**src/design/acbe_pkg.sv**
```systemverilog
// Package for the constant-color block encoder: shared types and constants.
// It depends on nothing; the controller, the datapath and the top level import it.
package acbe_pkg;

   // Fixed limits of the block.
   localparam int unsigned MAX_IMAGE_DIM = 16384;
   localparam int unsigned MIN_TILE_SIDE = 4;
   localparam int unsigned MAX_TILE_SIDE = 12;
   localparam int unsigned SUM_COLUMNS   = MAX_IMAGE_DIM / MIN_TILE_SIDE;
   localparam int unsigned COL_W         = $clog2(SUM_COLUMNS);

   // Widths of the counters and of the divider.
   localparam int unsigned DIM_W      = 15;
   localparam int unsigned PIX_W      = 14;
   localparam int unsigned SIDE_W     = 4;
   localparam int unsigned SUM_W      = 16;
   localparam int unsigned COUNT_W    = 9;
   localparam int unsigned DIV_STEPS  = SUM_W;
   localparam int unsigned STEP_W     = $clog2(DIV_STEPS);
   localparam int unsigned CHANNELS   = 4;

   // Void-extent LDR header: mode bits, reserved bits and all-ones extents.
   localparam logic [63:0] VOID_EXTENT_LOW = 64'hFFFF_FFFF_FFFF_FDFC;

   // Configuration register indexes.
   localparam logic [1:0] CSR_IMAGE_WIDTH  = 2'd0;
   localparam logic [1:0] CSR_IMAGE_HEIGHT = 2'd1;
   localparam logic [1:0] CSR_TILE_WIDTH   = 2'd2;
   localparam logic [1:0] CSR_TILE_HEIGHT  = 2'd3;

   // Commands from the controller to the datapath.
   typedef struct packed {
      logic accept;    // take the input word and read its column sums
      logic update;    // write the new sums and load the divider
      logic div_step;  // one quotient bit for all four channels
      logic publish;   // move the finished block into the output register
   } acbe_cmd_type;

   // Status from the datapath to the controller.
   typedef struct packed {
      logic closing;   // the accepted pixel closes its tile
      logic out_free;  // the output register can take a block this cycle
   } acbe_status_type;

endpackage

```
**src/design/acbe_controller.sv**
```systemverilog
// Controller of the constant-color block encoder: sequences one pixel at a time.
// Depends on acbe_pkg for the command and status types.
module acbe_controller
   import acbe_pkg::*;
(
   input  logic            clock,
   input  logic            reset,
   input  logic            req_valid,
   output logic            req_stall,
   input  acbe_status_type status,
   output acbe_cmd_type    cmd
);

   typedef enum logic [1:0] {
      ST_IDLE,
      ST_UPDATE,
      ST_DIVIDE,
      ST_PUBLISH
   } state_type;

   state_type         state_ff, state_in;
   logic [STEP_W-1:0] step_ff, step_in;

   localparam logic [STEP_W-1:0] LAST_STEP = STEP_W'(DIV_STEPS - 1);

   assign req_stall = (state_ff != ST_IDLE);

   always_comb begin
      state_in = state_ff;
      step_in  = step_ff;
      cmd      = '0;
      case (state_ff)
         ST_IDLE: begin
            if (req_valid) begin
               cmd.accept = 1'b1;
               state_in   = ST_UPDATE;
            end
         end
         ST_UPDATE: begin
            cmd.update = 1'b1;
            step_in    = '0;
            state_in   = status.closing ? ST_DIVIDE : ST_IDLE;
         end
         ST_DIVIDE: begin
            cmd.div_step = 1'b1;
            step_in      = step_ff + 1'b1;
            if (step_ff == LAST_STEP) begin
               state_in = ST_PUBLISH;
            end
         end
         ST_PUBLISH: begin
            if (status.out_free) begin
               cmd.publish = 1'b1;
               state_in    = ST_IDLE;
            end
         end
         default: begin
            state_in = ST_IDLE;
         end
      endcase
   end

   always_ff @(posedge clock) begin
      if (reset) begin
         state_ff <= ST_IDLE;
         step_ff  <= '0;
      end else begin
         state_ff <= state_in;
         step_ff  <= step_in;
      end
   end

endmodule

```
**config.mk**
```make
export PLATFORM = sky130hd
export DESIGN_NAME = acbe_controller
export DESIGN_NICKNAME = d
export VERILOG_FILES = /design/src/design/acbe_pkg.sv /design/src/design/acbe_controller.sv
export SDC_FILE = /design/constraint.sdc
export NUM_CORES = 1
export LEC_CHECK = 0
export ABC_AREA = 1
export BUFFER_PORTS_ARGS = -buffer_cell sky130_fd_sc_hd__buf_2
export CORE_AREA = 10 10 47 49
export DETAILED_ROUTE_END_ITERATION = 7
export DIE_AREA = 0 0 57 59
export PLACE_DENSITY = 0.56
export SKIP_CTS_REPAIR_TIMING = 1
export SLEW_MARGIN = 30
export SYNTH_ARGS = -nofsm -noshare
export SYNTH_HDL_FRONTEND = slang
export SYNTH_SLANG_ARGS = --single-unit
```
**constraint.sdc**
```tcl
create_clock -name clock -period 1.9 [get_ports clock]
set_input_delay 0 -clock clock [delete_from_list [all_inputs] [get_ports clock]]
set_output_delay 0 -clock clock [all_outputs]
set_load 0.05 [all_outputs]
```
==> flow_metrics.env <==
export IMPL_cp_end_kind="flop"
export IMPL_cts_tree="done"
export IMPL_synthArstFlopShare_pct=0
export IMPL_syn_area_per_cell_um2=7.60
export IMPL_synth_top_area_cell="dfxtp_1"
export IMPL_irDropWorstVdd_uv=734
export IMPL_yosys_most_used_dff="dfxtp_1"
export IMPL_drtIter0Drc=9
export IMPL_cts_clk_slew_worst_paths_ns=0.05
export IMPL_hp_start="reset"
export IMPL_routedWlPerCell_um=8.93
export IMPL_crit_required_ns=2.03
export IMPL_synth_edff_count=0
export IMPL_rrSetupSlack_ns=0.48
export IMPL_switchingPower_uw=428
export IMPL_path_delay_family="flip-flops"
export IMPL_routabilityCongestion=0.684
export IMPL_hp_class="input pin to flop"
export IMPL_synth_area_leaders="dfxtp_1 (28%), ha_1 (18%), nand2_1 (9.7%)"
export IMPL_crit_arrival_ns=1.55
export IMPL_rows=14
export IMPL_skew_ns=0.00658
export IMPL_vias_per_cell=4.24
export IMPL_hold_viol=0
export IMPL_io_buffers=9
export IMPL_grt_antenna_before_repair=0
export IMPL_ys_ff_latch=6
export IMPL_p_clk_share_pct=13.8
export IMPL_place_inst=81
export IMPL_intPower_uw=404
export IMPL_fmax_mhz=702
export IMPL_num_io_pins=10
export IMPL_setup_worst_path_class="flop to flop"
export IMPL_cts_buffers=3
export IMPL_reg2reg_depth=6
export IMPL_crit_slowest_cell="dfxtp_1"
export IMPL_start_util_pct=30.4
export IMPL_syn_inst=56
export IMPL_num_vias=356
export IMPL_die_area_mm2=0.00336
export IMPL_detail_route_antenna_nets=0
export IMPL_layout_drive_gt1_share_pct=35.3
export IMPL_cts_root_buf="clkbuf_4"
export IMPL_status="finished, final reports clean"
export IMPL_place_hpwl_um=665
export IMPL_crit_reg2reg_launch="state_ff[0]"
export IMPL_p_per_area_mw_per_mm2=1620
export IMPL_hold_ws_ns=0.0246
export IMPL_switching_share_pct=51.5
export IMPL_finalMaxSlewViolations=0
export IMPL_diodes=0
export IMPL_synth_distinct_cells=18
export IMPL_grt_ovfl_total=0
export IMPL_nets=81
export IMPL_ys_top_cells_by_count="nand2_1 (11), inv_1 (7), dfxtp_1 (6), ha_1 (6), nor2_1 (6)"
export IMPL_start_kind="flop"
export IMPL_cpPeakStageDelay_ns=0.42
export IMPL_firstDrtPassIters=4
export IMPL_clock_latency_ns=0.24
export IMPL_ys_warnings_count=0
export IMPL_crit_path_max_fanout=6
export IMPL_synth_most_common_cell="nand2_1"
export IMPL_power_uw=833
export IMPL_die_w_um=57
export IMPL_worst_pin_slew_ns=0.252
export IMPL_yosysSeqAreaShare_pct=28.2
export IMPL_crit_buf_inv=2
export IMPL_finalCritPeriodShare_pct=75.0
export IMPL_core_mm2=0.00140
export IMPL_p_seq_share_pct=23.9
export IMPL_path_cells="inv_1, ha_1, nand2_1, inv_2, a31oi_1, nor3_2"
export IMPL_min_to="state_ff[0]"
export IMPL_rsz0062_at_grt="no"
export IMPL_maxSlewHeadroom_pct=83.3
export IMPL_setup_tns_ns=0
export IMPL_period_minus_slack_ns=1.42
export IMPL_min_path_cells=4
export IMPL_synth_area_um2=425
export IMPL_grt_usage_pct=5.08
export IMPL_setup_viol_count_final=0
export IMPL_cts_sinks=6
export IMPL_instances_no_fill=84
export IMPL_reg2reg_to="step_ff[3]"
export IMPL_syn_to_final_growth_pct=20.6
export IMPL_totalWireLength_um=750
export IMPL_p_comb_share_pct=62.3
export IMPL_synth_top_area_share_pct=28.2
export IMPL_leakage_nw=0.281
export IMPL_grt_max_degree=7
export IMPL_die_y_um=59
export IMPL_clock_path_buffers=2
export IMPL_synthesis_nets=67
export IMPL_nFillCells=161
export IMPL_htree_levels=1
export IMPL_drc=0
export IMPL_grt_pass1_vias=347
export IMPL_grt_pass1_wl_mm=1.44
export IMPL_max_cap_viol_count=0
-- layout make-up --
| class | instances | area, µm² | area share [%] |
|---|---|---|---|
| Multi-Input combinational cell | 38 | 246 | 48.0 |
| Sequential cell | 6 | 120 | 23.4 |
| Inverter | 12 | 58.8 | 11.5 |
| Timing Repair Buffer | 9 | 45.0 | 8.78 |
| Clock buffer | 3 | 22.5 | 4.39 |
| Tap cell | 16 | 20.0 | 3.90 |
-- per-layer routing --
metal	vias to the layer above	global-route usage (%)	wire length, µm
met4	0	2.01	0
met5	-	0	0
li1	201	-	-
met2	9	7.29	283
met1	146	6.13	398
met3	0	2.79	69
-- power groups by stage --
stage	sequential (mW)	combinational (mW)	clock, mW
global placement	0.203	0.524	0
global route	0.207	0.589	0.126
CTS	0.200	0.523	0.120
detailed placement	0.202	0.523	0
finish	0.199	0.518	0.115
floorplan	0.195	0.440	0
-- cell usage in the layout (no fill, tap or decap) --
master	count
o21ai_2	1
a21oi_1	2
nor3_2	1
nand4_1	1
inv_1	7
nand3_1	1
buf_2	9
bufinv_8	1
nand3_2	2
nand2_1	11
clkbuf_4	3
nor3b_2	1
dfxtp_1	6
nand2_2	1
a31oi_1	1
nor2_1	6
ha_1	6
and3_2	1
inv_2	4
nor3_1	3
-- worst min-delay path, delay by kind of cell --
kind	cells	cell delay, ns
buffers and inverters	2	0.12
and+or+nand+nor	2	0.08
-- how the worst max path moves through the flow --
stage	start	endpoint	slack, ns	cells past startpoint
finish	state_ff[0]	step_ff[3]	0.48	6
floorplan	state_ff[0]	state_ff[0]	0.45	5
global placement	state_ff[0]	step_ff[3]	0.48	6
global route	state_ff[0]	step_ff[3]	0.35	6
detailed placement	state_ff[0]	step_ff[3]	0.48	6
CTS	state_ff[0]	step_ff[3]	0.47	6
-- per-stage QoR --
stage	cell area [µm²]	setup slack [ns]	util (%)
final	513	0.475	36.6
after global routing	513	0.347	36.6
after CTS	513	0.472	36.6
after detailed placement	490	0.476	35.0
after global placement	490	0.484	35.0
after floorplan	425	0.445	-
-- logic make-up after synthesis --
logic type | after synthesis | synth area share [%]
buffers and inverters | 12 | 13.8
adder cells (fa/ha/maj) | 6 | 17.6
AND/OR/NAND/NOR | 28 | 34.4
AO/OA/AOI/OAI | 4 | 5.88
flip-flops | 6 | 28.2
Note: power is estimated with default switching activity, not from simulation.
